[config.mk]
export PLATFORM = sky130hd
export DESIGN_NAME = http_chunked_body_decoder_core
export DESIGN_NICKNAME = d
export VERILOG_FILES = /design/src/hcbd_pkg.sv /design/src/hcbd_size_acc.sv /design/src/http_chunked_body_decoder_core.sv
export SDC_FILE = /design/constraint.sdc
export NUM_CORES = 1
export LEC_CHECK = 0
export BUFFER_PORTS_ARGS = -buffer_cell sky130_fd_sc_hd__buf_2
export CAP_MARGIN = 20
export CORE_AREA = 2 2 115 89
export CTS_CLUSTER_SIZE = 28
export DETAILED_ROUTE_END_ITERATION = 6
export DIE_AREA = 0 0 117 91
export GPL_TIMING_DRIVEN = 0
export PLACE_DENSITY = 0.77
export SYNTH_ARGS = -nofsm -noshare
export SYNTH_HDL_FRONTEND = slang
export SYNTH_HIERARCHICAL = 1
export SYNTH_SLANG_ARGS = --single-unit
[constraint.sdc]
create_clock -name clk -period 7 [get_ports clk]
set_input_delay 0.35 -clock clk [delete_from_list [all_inputs] [get_ports clk]]
set_output_delay 0.35 -clock clk [all_outputs]
set_load 0.005 [all_outputs]
[src/hcbd_pkg.sv]
`timescale 1ns / 1ps

package hcbd_pkg;

  localparam int SIZE_BITS_DEF = 32;

  localparam logic [7:0] CHAR_CR = 8'd13;
  localparam logic [7:0] CHAR_LF = 8'd10;

  // Character code offsets for hex digit conversion
  localparam logic [7:0] OFS_DIGIT = 8'd48;  // '0'
  localparam logic [7:0] OFS_LOWER = 8'd87;  // 'a' - 10
  localparam logic [7:0] OFS_UPPER = 8'd55;  // 'A' - 10

  localparam int HEX_RADIX_BITS = 4;         // one hex digit, radix 16

  typedef struct packed {
    logic       valid;
    logic [3:0] value;
  } hex_digit_t;

  // Status handed back from the size accumulator
  typedef struct packed {
    logic is_hex;
    logic sat;
  } digit_status_t;

  function automatic hex_digit_t hex_decode(input logic [7:0] c);
    hex_digit_t h;
    logic [7:0] diff;
    h    = '0;
    diff = '0;
    if (c >= 8'd48 && c <= 8'd57) begin
      diff = c - OFS_DIGIT;
      h.valid = 1'b1;
    end else if (c >= 8'd97 && c <= 8'd102) begin
      diff = c - OFS_LOWER;
      h.valid = 1'b1;
    end else if (c >= 8'd65 && c <= 8'd70) begin
      diff = c - OFS_UPPER;
      h.valid = 1'b1;
    end
    h.value = diff[3:0];
    return h;
  endfunction

endpackage

[src/hcbd_size_acc.sv]
`timescale 1ns / 1ps

// One hex digit into the chunk size: shift by four and add, saturating
// when the top digit is already occupied.
module hcbd_size_acc #(
  parameter int SIZE_BITS = hcbd_pkg::SIZE_BITS_DEF
) (
  input  logic [SIZE_BITS-1:0]   acc,
  input  logic [7:0]             in_byte,
  output logic [SIZE_BITS-1:0]   acc_nxt,
  output hcbd_pkg::digit_status_t status
);

  hcbd_pkg::hex_digit_t hex;
  logic                 top_busy;

  assign hex      = hcbd_pkg::hex_decode(in_byte);
  // acc * 16 + d exceeds the maximum exactly when the top nibble is non-zero
  assign top_busy = |acc[SIZE_BITS-1 -: hcbd_pkg::HEX_RADIX_BITS];

  always_comb begin
    status.is_hex = hex.valid;
    status.sat    = hex.valid & top_busy;
    if (!hex.valid) begin
      acc_nxt = acc;
    end else if (top_busy) begin
      acc_nxt = '1;
    end else begin
      acc_nxt = {acc[SIZE_BITS-hcbd_pkg::HEX_RADIX_BITS-1:0], hex.value};
    end
  end

endmodule

[src/http_chunked_body_decoder_core.sv]
`timescale 1ns / 1ps

// HTTP chunked body decoder. Raw response bytes go in, one per transaction,
// and decoded body bytes come out. Header bytes are dropped up to and
// including CR LF CR LF; a transaction flagged start_of_response (in_tuser)
// restarts at the header with that byte as its first header byte. With
// chunked_mode = 1 the size lines are parsed as hex (either case; other bytes
// on the line, including CR, are ignored), LF loads the size
// and that many data bytes follow, the last one marked with out_tlast. A size
// of zero produces nothing, so the CR LF after each chunk and the final zero
// chunk are silent. A size wider than SIZE_BITS saturates at all ones and the
// data bytes of that chunk carry out_tuser = 1. With chunked_mode = 0 every
// body byte passes straight through. chunked_mode is sampled when the header
// terminator completes, so write it between responses. Every input byte is
// decoded straight into the state registers and the output register, so one
// transaction is accepted per clock while the output register is empty or
// being drained; a body byte is valid at the output in the cycle after its
// acceptance. Throughput drops only when downstream holds off out_tready.
module http_chunked_body_decoder_core #(
  parameter int SIZE_BITS = hcbd_pkg::SIZE_BITS_DEF
) (
  input  logic       clk,
  input  logic       rst_n,
  // configuration: chunked_mode
  input  logic       cfg_valid,
  output logic       cfg_ready,
  input  logic       cfg_data,
  // raw byte stream
  input  logic       in_tvalid,
  output logic       in_tready,
  input  logic [7:0] in_tdata,   // [7:0] in_byte
  input  logic [0:0] in_tuser,   // [0] start_of_response
  // decoded body
  output logic       out_tvalid,
  input  logic       out_tready,
  output logic [7:0] out_tdata,  // [7:0] out_byte
  output logic       out_tlast,  // chunk_end
  output logic [0:0] out_tuser   // [0] size_overflow
);

  // parser phases
  localparam logic [1:0] PH_HEADER = 2'd0;
  localparam logic [1:0] PH_SIZE   = 2'd1;
  localparam logic [1:0] PH_DATA   = 2'd2;
  localparam logic [1:0] PH_PASS   = 2'd3;

  localparam logic [1:0] MATCH_FULL = 2'd3;

  logic                 mode_r;
  logic [1:0]           phase_r, phase_nxt;
  logic [1:0]           match_r, match_nxt;
  logic [SIZE_BITS-1:0] acc_r, acc_nxt;
  logic [SIZE_BITS-1:0] rem_r, rem_nxt;
  logic                 ovf_r, ovf_nxt;

  logic                 out_valid_r;
  logic [7:0]           out_byte_r;
  logic                 out_last_r;
  logic                 out_ovf_r;

  // effective state after an optional restart
  logic [1:0]           ph_eff;
  logic [1:0]           match_eff;
  logic [SIZE_BITS-1:0] acc_eff;
  logic [SIZE_BITS-1:0] rem_eff;
  logic                 ovf_eff;

  logic                 accept;
  logic [7:0]           b;
  logic                 restart;
  logic [7:0]           term_expect;
  logic                 last_byte;
  logic                 emit;

  logic [SIZE_BITS-1:0]    acc_digit;
  hcbd_pkg::digit_status_t dstat;

  assign cfg_ready = 1'b1;

  // Output register frees up as soon as it is being taken
  assign in_tready = ~out_valid_r | out_tready;
  assign accept    = in_tvalid & in_tready;
  assign b         = in_tdata;
  assign restart   = in_tuser[0];

  assign ph_eff    = restart ? PH_HEADER : phase_r;
  assign match_eff = restart ? 2'd0      : match_r;
  assign acc_eff   = restart ? '0        : acc_r;
  assign rem_eff   = restart ? '0        : rem_r;
  assign ovf_eff   = restart ? 1'b0      : ovf_r;

  // terminator is CR LF CR LF: odd positions expect LF
  assign term_expect = match_eff[0] ? hcbd_pkg::CHAR_LF : hcbd_pkg::CHAR_CR;
  // bytes_remaining <= 1
  assign last_byte   = ~|rem_eff[SIZE_BITS-1:1];

  hcbd_size_acc #(
    .SIZE_BITS (SIZE_BITS)
  ) u_size_acc (
    .acc     (acc_eff),
    .in_byte (b),
    .acc_nxt (acc_digit),
    .status  (dstat)
  );

  always_comb begin
    phase_nxt = ph_eff;
    match_nxt = match_eff;
    acc_nxt   = acc_eff;
    rem_nxt   = rem_eff;
    ovf_nxt   = ovf_eff;
    emit      = 1'b0;
    unique case (ph_eff)
      PH_HEADER: begin
        if (b == term_expect) begin
          if (match_eff == MATCH_FULL) begin
            match_nxt = 2'd0;
            phase_nxt = mode_r ? PH_SIZE : PH_PASS;
          end else begin
            match_nxt = match_eff + 2'd1;
          end
        end else begin
          // a CR that breaks a partial match starts a new one
          match_nxt = (b == hcbd_pkg::CHAR_CR) ? 2'd1 : 2'd0;
        end
      end
      PH_SIZE: begin
        if (b == hcbd_pkg::CHAR_LF) begin
          if (|acc_eff) begin
            rem_nxt   = acc_eff;
            phase_nxt = PH_DATA;
          end else begin
            ovf_nxt = 1'b0;  // zero size: also drops a stale flag
          end
          acc_nxt = '0;
        end else begin
          acc_nxt = acc_digit;
          if (dstat.sat) begin
            ovf_nxt = 1'b1;
          end
        end
      end
      PH_DATA: begin
        emit = 1'b1;
        if (last_byte) begin
          rem_nxt   = '0;
          ovf_nxt   = 1'b0;
          phase_nxt = PH_SIZE;
        end else begin
          rem_nxt = rem_eff - {{(SIZE_BITS-1){1'b0}}, 1'b1};
        end
      end
      PH_PASS: begin
        emit = 1'b1;
      end
      default: begin
        emit = 1'b0;
      end
    endcase
  end

  // control state
  always_ff @(posedge clk) begin
    if (!rst_n) begin
      mode_r      <= 1'b1;
      phase_r     <= PH_HEADER;
      match_r     <= 2'd0;
      acc_r       <= '0;
      rem_r       <= '0;
      ovf_r       <= 1'b0;
      out_valid_r <= 1'b0;
    end else begin
      if (cfg_valid && cfg_ready) begin
        mode_r <= cfg_data;
      end
      if (accept) begin
        phase_r     <= phase_nxt;
        match_r     <= match_nxt;
        acc_r       <= acc_nxt;
        rem_r       <= rem_nxt;
        ovf_r       <= ovf_nxt;
        out_valid_r <= emit;
      end else if (out_tready) begin
        out_valid_r <= 1'b0;
      end
    end
  end

  // result payload, loaded only when a byte is emitted
  always_ff @(posedge clk) begin
    if (accept && emit) begin
      out_byte_r <= b;
      out_last_r <= (ph_eff == PH_DATA) & last_byte;
      out_ovf_r  <= (ph_eff == PH_DATA) & ovf_eff;
    end
  end

  assign out_tvalid   = out_valid_r;
  assign out_tdata    = out_byte_r;
  assign out_tlast    = out_last_r;
  assign out_tuser[0] = out_ovf_r;

endmodule

* After elaboration in Yosys (flattened, before gate mapping)
Index checks and enable logic that the tools add are counted.
** Operators by class
- $add $sub $neg :: 5
- Multipliers :: 0
- Div/mod/pow operators :: 0
- Magnitude comparators :: 6
- Eq/ne operators :: 7
- Shift-type cells :: 0
- Muxes and demuxes :: 39
- Bitwise logic cells :: 6
- Reductions and logical operators :: 11
** Operator list (count)
- 2-to-1 mux 32 bit :: 9
- one-hot mux 32 bit (2 select lines) :: 1
- OR reduction 32 bit :: 1
- subtractor 32 x 1 -> 32 bit (second input constant) :: 1
- OR reduction 31 bit :: 1
- 2-to-1 mux 2 bit :: 11
- equality test 8 x 4 -> 1 bit (second input constant) :: 2
- greater-or-equal comparator 8 x 7 -> 1 bit (second input constant) :: 2
- less-or-equal comparator 8 x 7 -> 1 bit (second input constant) :: 2
- 2-to-1 mux 1 bit :: 12
- 2-to-1 mux 4 bit :: 3
- equality test 8 x 4 -> 1 bit :: 1
- greater-or-equal comparator 8 x 6 -> 1 bit (second input constant) :: 1
- less-or-equal comparator 8 x 6 -> 1 bit (second input constant) :: 1
- subtractor 4 x 3 -> 4 bit (second input constant) :: 2
- equality test 2 bit (second input constant) :: 3
- one-hot mux 2 bit (3 select lines) :: 1
- bitwise AND 1 bit :: 4
- logical AND 1 bit :: 4
- OR reduction 4 bit :: 1
- subtractor 4 x 1 -> 4 bit (second input constant) :: 1
- 2-to-1 mux 3 bit :: 1
- adder 2 x 1 -> 2 bit (second input constant) :: 1
- equality test 2 x 1 -> 1 bit (second input constant) :: 1
- 7 further kinds :: 7
** Storage, ports and cells
- Flip-flop bits (word level) :: 81
- Bits in latches :: 0
- Memory bits (writable) :: 0
- Memory bits (read-only) :: 0
- Input bits :: 15
- Output and inout port bits :: 13
- Memories :: 0

* Depth between registers and ports, before layout
Gate-level depths: netlist (run 1).
- Depth after elaboration :: 9
- Depth in mapped cells :: 14
- Gate-level depth less buffers :: 9

* Hierarchy
Netlist (run 1), hierarchy kept.
** Modules (own cells, without submodules)
- http_chunked_body_decoder_core :: instances 1, cells an instance 587, area each 4999.8 um^2, seq. area each 1721.7 um^2
- hcbd_size_acc :: instances 1, cells an instance 60, area each 569.3 um^2, seq. area each 0.0 um^2

* Least setup slack after synthesis (run 1)
OpenSTA, ideal clock, no wires.
- Path type :: in2reg
- From :: input port in_tuser
- To :: register rem_r[14]
- Arrival time :: 2.967 ns
- Data required time :: 6.924 ns
- Slack :: 3.957 ns
- Stages :: 13
- Buffers on the path :: 5
- Cells stage by stage :: clkbuf_8 -> inv_1 -> clkbuf_8 -> clkbuf_1 -> nand2_1 -> ha_1 -> and3_1 -> clkbuf_1 -> nand2_1 -> nor3_1 -> clkbuf_1 -> a22oi_1 -> a21boi_0
** Between the ends
- Cells in the longest elaborated chain, start to end :: 5
** RTL lines
- start: declaration :: line http_chunked_body_decoder_core.sv:32 : input logic [0:0] in_tuser,
- parallel branches: the longest is 4 deep, another holds subtractor 32 x 1 -> 32 bit
- one-hot mux 32 bit (2 select lines) (*) :: line http_chunked_body_decoder_core.sv:113 : unique case (ph_eff)
- end signal: assignment :: line http_chunked_body_decoder_core.sv:180 : rem_r <= rem_nxt;
- end: declaration :: line http_chunked_body_decoder_core.sv:53 : logic [SIZE_BITS-1:0] rem_r, rem_nxt;
Every way passes the cells marked *.
A chain may end at the register's enable or synchronous reset.

* Worst setup path in the final report (run 1)
- From :: input port in_tuser
- To :: register rem_r[17]
The elaborated chain is that of the path after synthesis.

==> results.ini, run 1 <==
[setup_path]
worst-setup-path-type=in2reg
r2r_slack_ns=3.53
arrival_ns=4.36
worstPathMaxFanout=10
start_kind=input port
critical_path.endpoint_type=flip-flop
required_ns=7.27

[detailed_routing]
drt-pass1-iter-count=6
vias=5599
ant_nets=0
drt-vias-per-instance=6.84
wl_per_cell_um=23.1
wl_mm=18.9
drc=0
drt_iter0_markers=686

[timing]
period_needed_ns=4.09
max_slew.worst_pin.slew_ns=1.08
fin_worst_skew_ns=0.00675
finalCritPeriodShare=0.584
rsz0062_at_grt=no
setup_viol=0
max_clock_freq_mhz=245
fin_tns_setup_ns=0
slew_headroom=0.273
hold_viol=0
slew_violations=0

[global_route]
busiest_layer=met2
antenna_found_initial=0
grt_overflow_total=0
grt_usage=0.368
grt_max_degree=15
grt_pass1_vias=5274
met3_usage=0.0995
grt_pass1_wl_mm=29.7
met1_usage=0.523
gr-usage-met2=0.547

[cts]
post_cts_resized=0
cts_tree=yes
ctsHoldBuffers=0
clockBufferDepth=2
post_cts_buffers=0
cts_num_sinks=81
cts.htree.levels=3
clk_pin_slew_ns=0.07
cts_root_buf=clkbuf_16
clk_latency_ns=0.35
cts_buffers=9

[power]
power_density_nw_per_um2=166
leakage_nw=2.18
p_int_mw=0.761
p_sw_mw=0.259
ir_drop_v=0.000127
pwr-share-comb=0.077
clockPowerShare=0.462
p_sw_frac=0.254
seq_power_share=0.461

[synthesis]
synth.area.mux_share=0.0333
synthSimpleGateAreaFrac=0.250
synth_compound_area_frac=0.299
synth-seq-cells=81
synth_adder_area_share=0.0202
synth_warnings=6
ys_types=85
avgSynthCellArea_um2=8.61
syn-num-nets=671
synth-seq-area-share=0.309
syn_area_um2=5570
synth_xor_area_frac=0.0157
synthArstFlopShare=0
synth_top_family_by_area=compound AO/OA/AOI/OAI gates
synth_edf_count=10
synth_ff_type=dfxtp_1
postSynthCellCount=647

[cells_and_area]
syn_to_final_growth_pct=10.4
post-route-util=0.647
nFillCells=845
seq_area_um2=1720
drive_gt1_frac=0.176
final_common_cell=dfxtp_1
final_cell_mix=dfxtp_1, nor2b_1, nand2_1
nets=706
diodes=0
multi_input_area_um2=3450

[floorplan]
die_h_um=91
core_area_um2=9500
rows=31
initial_core_util=0.586
die_w_um=117
boundaryPins=28
die_area_um2=10600

[place]
dpl.hpwl_mm=13.7
io_buffers=24
place_congestion=0.975

[status]
status=finished clean

[hold_path]
hold_path_class=in2reg

[job]
drv_cap=0

-- layer usage --
layer	vias to the layer above	part of all wire
met4	0	0.024
met5	-	0
li1	2524	-
met3	60	0.10
met1	2684	0.44
met2	331	0.43
-- path summary, 6_finish.rpt --
kind	from	end	depth (start not counted)
setup / recovery	in_tuser	rem_r[17]$_SDFFE_PN0P_	12
hold / removal	in_tdata[4]	out_tdata[4]$_DFFE_PP_	1
hold reg to reg	mode_r$_SDFFE_PN1P_	mode_r$_SDFFE_PN1P_	2
setup reg to reg	rem_r[5]$_SDFFE_PN0P_	rem_r[14]$_SDFFE_PN0P_	7
-- metrics by stage --
step                hold slack (ns)  std cells  power (mW)  area [um2]  worst slack [ns]
finish                        0.212        819        1.02        6150              2.91
global route                  0.212        819        1.04        6150              2.74
floorplan                     0.442        647       0.530        5570              3.96
global placement              0.459        803       0.555        5850              2.76
detailed placement            0.478        803       0.557        5850              2.72
CTS                           0.213        819        1.02        6150              3.08
-- cell usage after synthesis, types with 5 or more instances --
| master | n | area (um2) |
|---|---|---|
| dfxtp_1 | 71 | 1420 |
| o21ai_0 | 30 | 150 |
| a21boi_0 | 16 | 120 |
| nand4_1 | 8 | 50.1 |
| inv_1 | 12 | 45.0 |
| nor4_1 | 21 | 131 |
| nand2_1 | 49 | 184 |
| or3_1 | 5 | 31.3 |
| a22oi_1 | 48 | 360 |
| nor2_1 | 35 | 131 |
| and3_1 | 7 | 43.8 |
| nor2b_1 | 68 | 425 |
| mux2i_1 | 14 | 140 |
| nor3_1 | 13 | 65.1 |
| xnor2_1 | 6 | 52.6 |
| buf_6 | 9 | 101 |
| a21oi_1 | 16 | 80.1 |
| a31oi_1 | 6 | 37.5 |
| o22a_2 | 31 | 310 |
| clkbuf_1 | 26 | 97.6 |
| nand3_1 | 10 | 50.1 |
| ha_1 | 9 | 113 |
| o211ai_1 | 9 | 67.6 |
| o21a_1 | 7 | 52.6 |
| edfxtp_1 | 10 | 300 |
| clkbuf_8 | 9 | 124 |
-- sequential cells by signal, indices dropped and copies added, names as in the netlist, 2 cells and up --
name / count
acc_r: 32
match_r: 2
out_tdata: 8
phase_r: 2
rem_r: 32
-- cell families (layout without fill, tap and decap cells) --
family          after synthesis  count (layout)
xor+xnor                     10              10
compound gates              217             217
simple gates                250             250
flops                        81              81
buf+inv                      61             101
other cells                   1               1
fa+ha+maj                     9               9
mux                          18              18
-- worst max-delay path: stages --
cell and delay (ns):
clkbuf_8 0.15, inv_1 0.12, clkbuf_8 0.19, clkbuf_1 0.57
nand2_1 0.30, ha_1 0.41, o21ai_0 0.86, a21o_1 0.14
clkbuf_1 0.39, clkbuf_1 0.50, a22oi_1 0.17, a21boi_0 0.21
-- power by group through the flow --
stage          registers (mW)  clock network (mW)  logic [mW]
5_1_grt                 0.470               0.487      0.0827
3_3_place_gp            0.480                   0      0.0748
6_report                0.470               0.472      0.0786
4_1_cts                 0.470               0.469      0.0764
2_1_floorplan           0.480                   0      0.0501
3_5_place_dp            0.480                   0      0.0761
-- layout make-up --
class	instances	share of cell area
inverter	13	0.00814
sequential	81	0.280
timing repair buffer	24	0.0195
clock buffer	11	0.0411
buffer	48	0.0568
tap	132	0.0269
clock inverter	5	0.00631
multi-input combinational	505	0.561
Power figures use the tool's default switching activity.
==> run 2, diff against run 1 <==
--- a/config.mk
+++ b/config.mk
@@ -5,12 +5,13 @@
 export SDC_FILE = /design/constraint.sdc
 export NUM_CORES = 1
 export LEC_CHECK = 0
+export ABC_AREA = 1
 export BUFFER_PORTS_ARGS = -buffer_cell sky130_fd_sc_hd__buf_2
 export CAP_MARGIN = 20
-export CORE_AREA = 2 2 115 89
+export CORE_AREA = 2 2 125 97
 export CTS_CLUSTER_SIZE = 28
 export DETAILED_ROUTE_END_ITERATION = 6
-export DIE_AREA = 0 0 117 91
+export DIE_AREA = 0 0 127 99
 export GPL_TIMING_DRIVEN = 0
 export PLACE_DENSITY = 0.77
 export SYNTH_ARGS = -nofsm -noshare
==> constraint.sdc (replaced) <==
create_clock -name clk -period 4.2 [get_ports clk]
set_input_delay 0.21 -clock clk [delete_from_list [all_inputs] [get_ports clk]]
set_output_delay 0.21 -clock clk [all_outputs]
set_load 0.005 [all_outputs]
==> results.ini, run 2 <==
[place]
dp.cells=1313
io_buffers=25
placed_area_um2=6980
dpl.hpwl_mm=17.3
dp_slack_ns=1.08
place_congestion=1.04

[cells_and_area]
post-route-util=0.644
final_cell_mix=nand2_1, nor2_1, a21oi_1
fin_area_um2=7290
nFillCells=1154
diodes=0
drive_gt1_frac=0.0954
multi_input_area_um2=4130
final_common_cell=nand2_1
seq_area_um2=1720
nets=1204
finalNonFillerCells=1329
syn_to_final_growth_pct=9.19

[hold_path]
hold_path_class=in2reg
hold_depth=2
holdCritStartpoint=cfg_valid
min_to=mode_r$_SDFFE_PN1P_

[cts]
cts.htree.levels=3
cts_buffers=9
cts_tree=yes
ctsHoldBuffers=0
post_cts_resized=0
cts_num_sinks=81
clk_latency_ns=0.35
cts_root_buf=clkbuf_16
post_cts_buffers=0
clockBufferDepth=2
clk_pin_slew_ns=0.06

[synthesis]
synthArstFlopShare=0
avgSynthCellArea_um2=5.83
syn_area_um2=6670
postSynthCellCount=1144
synth_ff_type=dfxtp_1
ys_top_cells_by_area=dfxtp_1, nand2_1, a21oi_1
post-synth-top-area-fraction=0.213
syn-num-nets=1168
synth-seq-area-share=0.258
synth_common_cells=nand2_1, nor2_1, a21oi_1
synth_warnings=6
synth-seq-cells=81
ys_types=34
yosysMostFrequentCell=nand2_1
synth_edf_count=10
netlist.top_cell.by_area=dfxtp_1

[detailed_routing]
drt-pass1-iter-count=5
drc=0
drt-vias-per-instance=5.97
vias=7937
drt_iter0_markers=1115
wl_per_cell_um=17.4
ant_nets=0
wl_mm=23.1

[floorplan]
initial_core_util=0.590
core_area_um2=11300
boundaryPins=28
die_w_um=127
rows=34
die_area_um2=12600
die_h_um=99

[setup_path]
path_cells=buf_6 > inv_6 > buf_6 > buf_6 > buf_6 > nand2_1 > inv_1 > ha_1 > clkbuf_1 > clkbuf_1 > clkbuf_1 > nand3_1 > a21oi_1
arrival_ns=3.14
cpMostUsedCell=buf_6
critPathBufInv=9
critical_path.endpoint_type=flip-flop
cpPeakStageDelay_ns=0.46
worst-setup-path-type=in2reg
cp_slowest_cell=clkbuf_1
crit_family=buffers and inverters
start_kind=input port
r2r_slack_ns=1.76
worstPathMaxFanout=10
required_ns=4.48
reg2reg_from=phase_r[0]$_SDFFE_PN0P_
r2r-end=acc_r[23]$_SDFFE_PN0P_
reg2reg_depth=8

[global_route]
antenna_found_initial=0
grt_pass1_wl_mm=36.5
grt_pass1_vias=6959
grt_overflow_total=0
grt_usage=0.370
grt_max_degree=15

[timing]
max_clock_freq_mhz=349
fin_tns_setup_ns=0
finalCritPeriodShare=0.681
fin_ws_ns=1.34
setup_viol=0
hold_viol=0
max_slew.worst_pin.slew_ns=0.889
period_needed_ns=2.86
rsz0062_at_grt=no
slew_violations=0
slew_headroom=0.405
fin_worst_skew_ns=0.00800

[status]
status=finished clean

[power]
leakage_nw=3.45
ir_drop_v=0.000185
power_density_nw_per_um2=266

[job]
drv_cap=0

[run 2: cell type report]
class | instances | area share
Buffer | 71 | 0.0556
Clock buffer | 12 | 0.0352
Clock inverter | 4 | 0.00704
Inverter | 111 | 0.0579
Multi-Input combinational cell | 881 | 0.566
Sequential cell | 81 | 0.236
Tap cell | 144 | 0.0247
Timing Repair Buffer | 25 | 0.0172
[run 2: worst max-delay path by stage]
stage	start	end	cells past startpoint
3_5_place_dp	in_tuser	acc_r[23]$_SDFFE_PN0P_	13
2_1_floorplan	in_tuser	acc_r[10]$_SDFFE_PN0P_	13
3_3_place_gp	in_tuser	acc_r[20]$_SDFFE_PN0P_	13
4_1_cts	in_tuser	acc_r[23]$_SDFFE_PN0P_	13
6_report	in_tuser	acc_r[23]$_SDFFE_PN0P_	13
5_1_grt	in_tuser	acc_r[27]$_SDFFE_PN0P_	13
[run 2: routing by layer]
metal	routed length (um)	GRT usage
met1	10400	0.539
met5	0	0
met3	3240	0.128
met4	805	0.141
met2	8620	0.499
[run 2: cell families (layout without fill, tap and decap cells)]
kind of cell / count (synthesis) / count (layout) / synth area share
DFF: 81 / 81 / 0.258
xor gates and xnor gates: 6 / 6 / 0.00787
other: 1 / 1 / 0.000562
and+or+nand+nor: 653 / 653 / 0.429
AOI/OAI and AO/OA: 212 / 212 / 0.164
adders and majority gates: 9 / 9 / 0.0169
buffers and inverters: 182 / 223 / 0.124
[run 2: report_power, final]
part,total (mW),switching (mW),internal (mW)
logic,0.279,0.195,0.0833
registers,0.812,0.00894,0.803
clock network,0.846,0.351,0.495
total,1.94,0.555,1.38
[run 2: per-stage QoR]
| stage | hold WS, ns | power, mW |
|---|---|---|
| 2_1_floorplan | 0.309 | 1.02 |
| 3_3_place_gp | 0.413 | 1.09 |
| 3_5_place_dp | 0.411 | 1.10 |
| 4_1_cts | 0.0477 | 1.93 |
| 5_1_grt | 0.0739 | 1.99 |
| 6_report | 0.0497 | 1.94 |
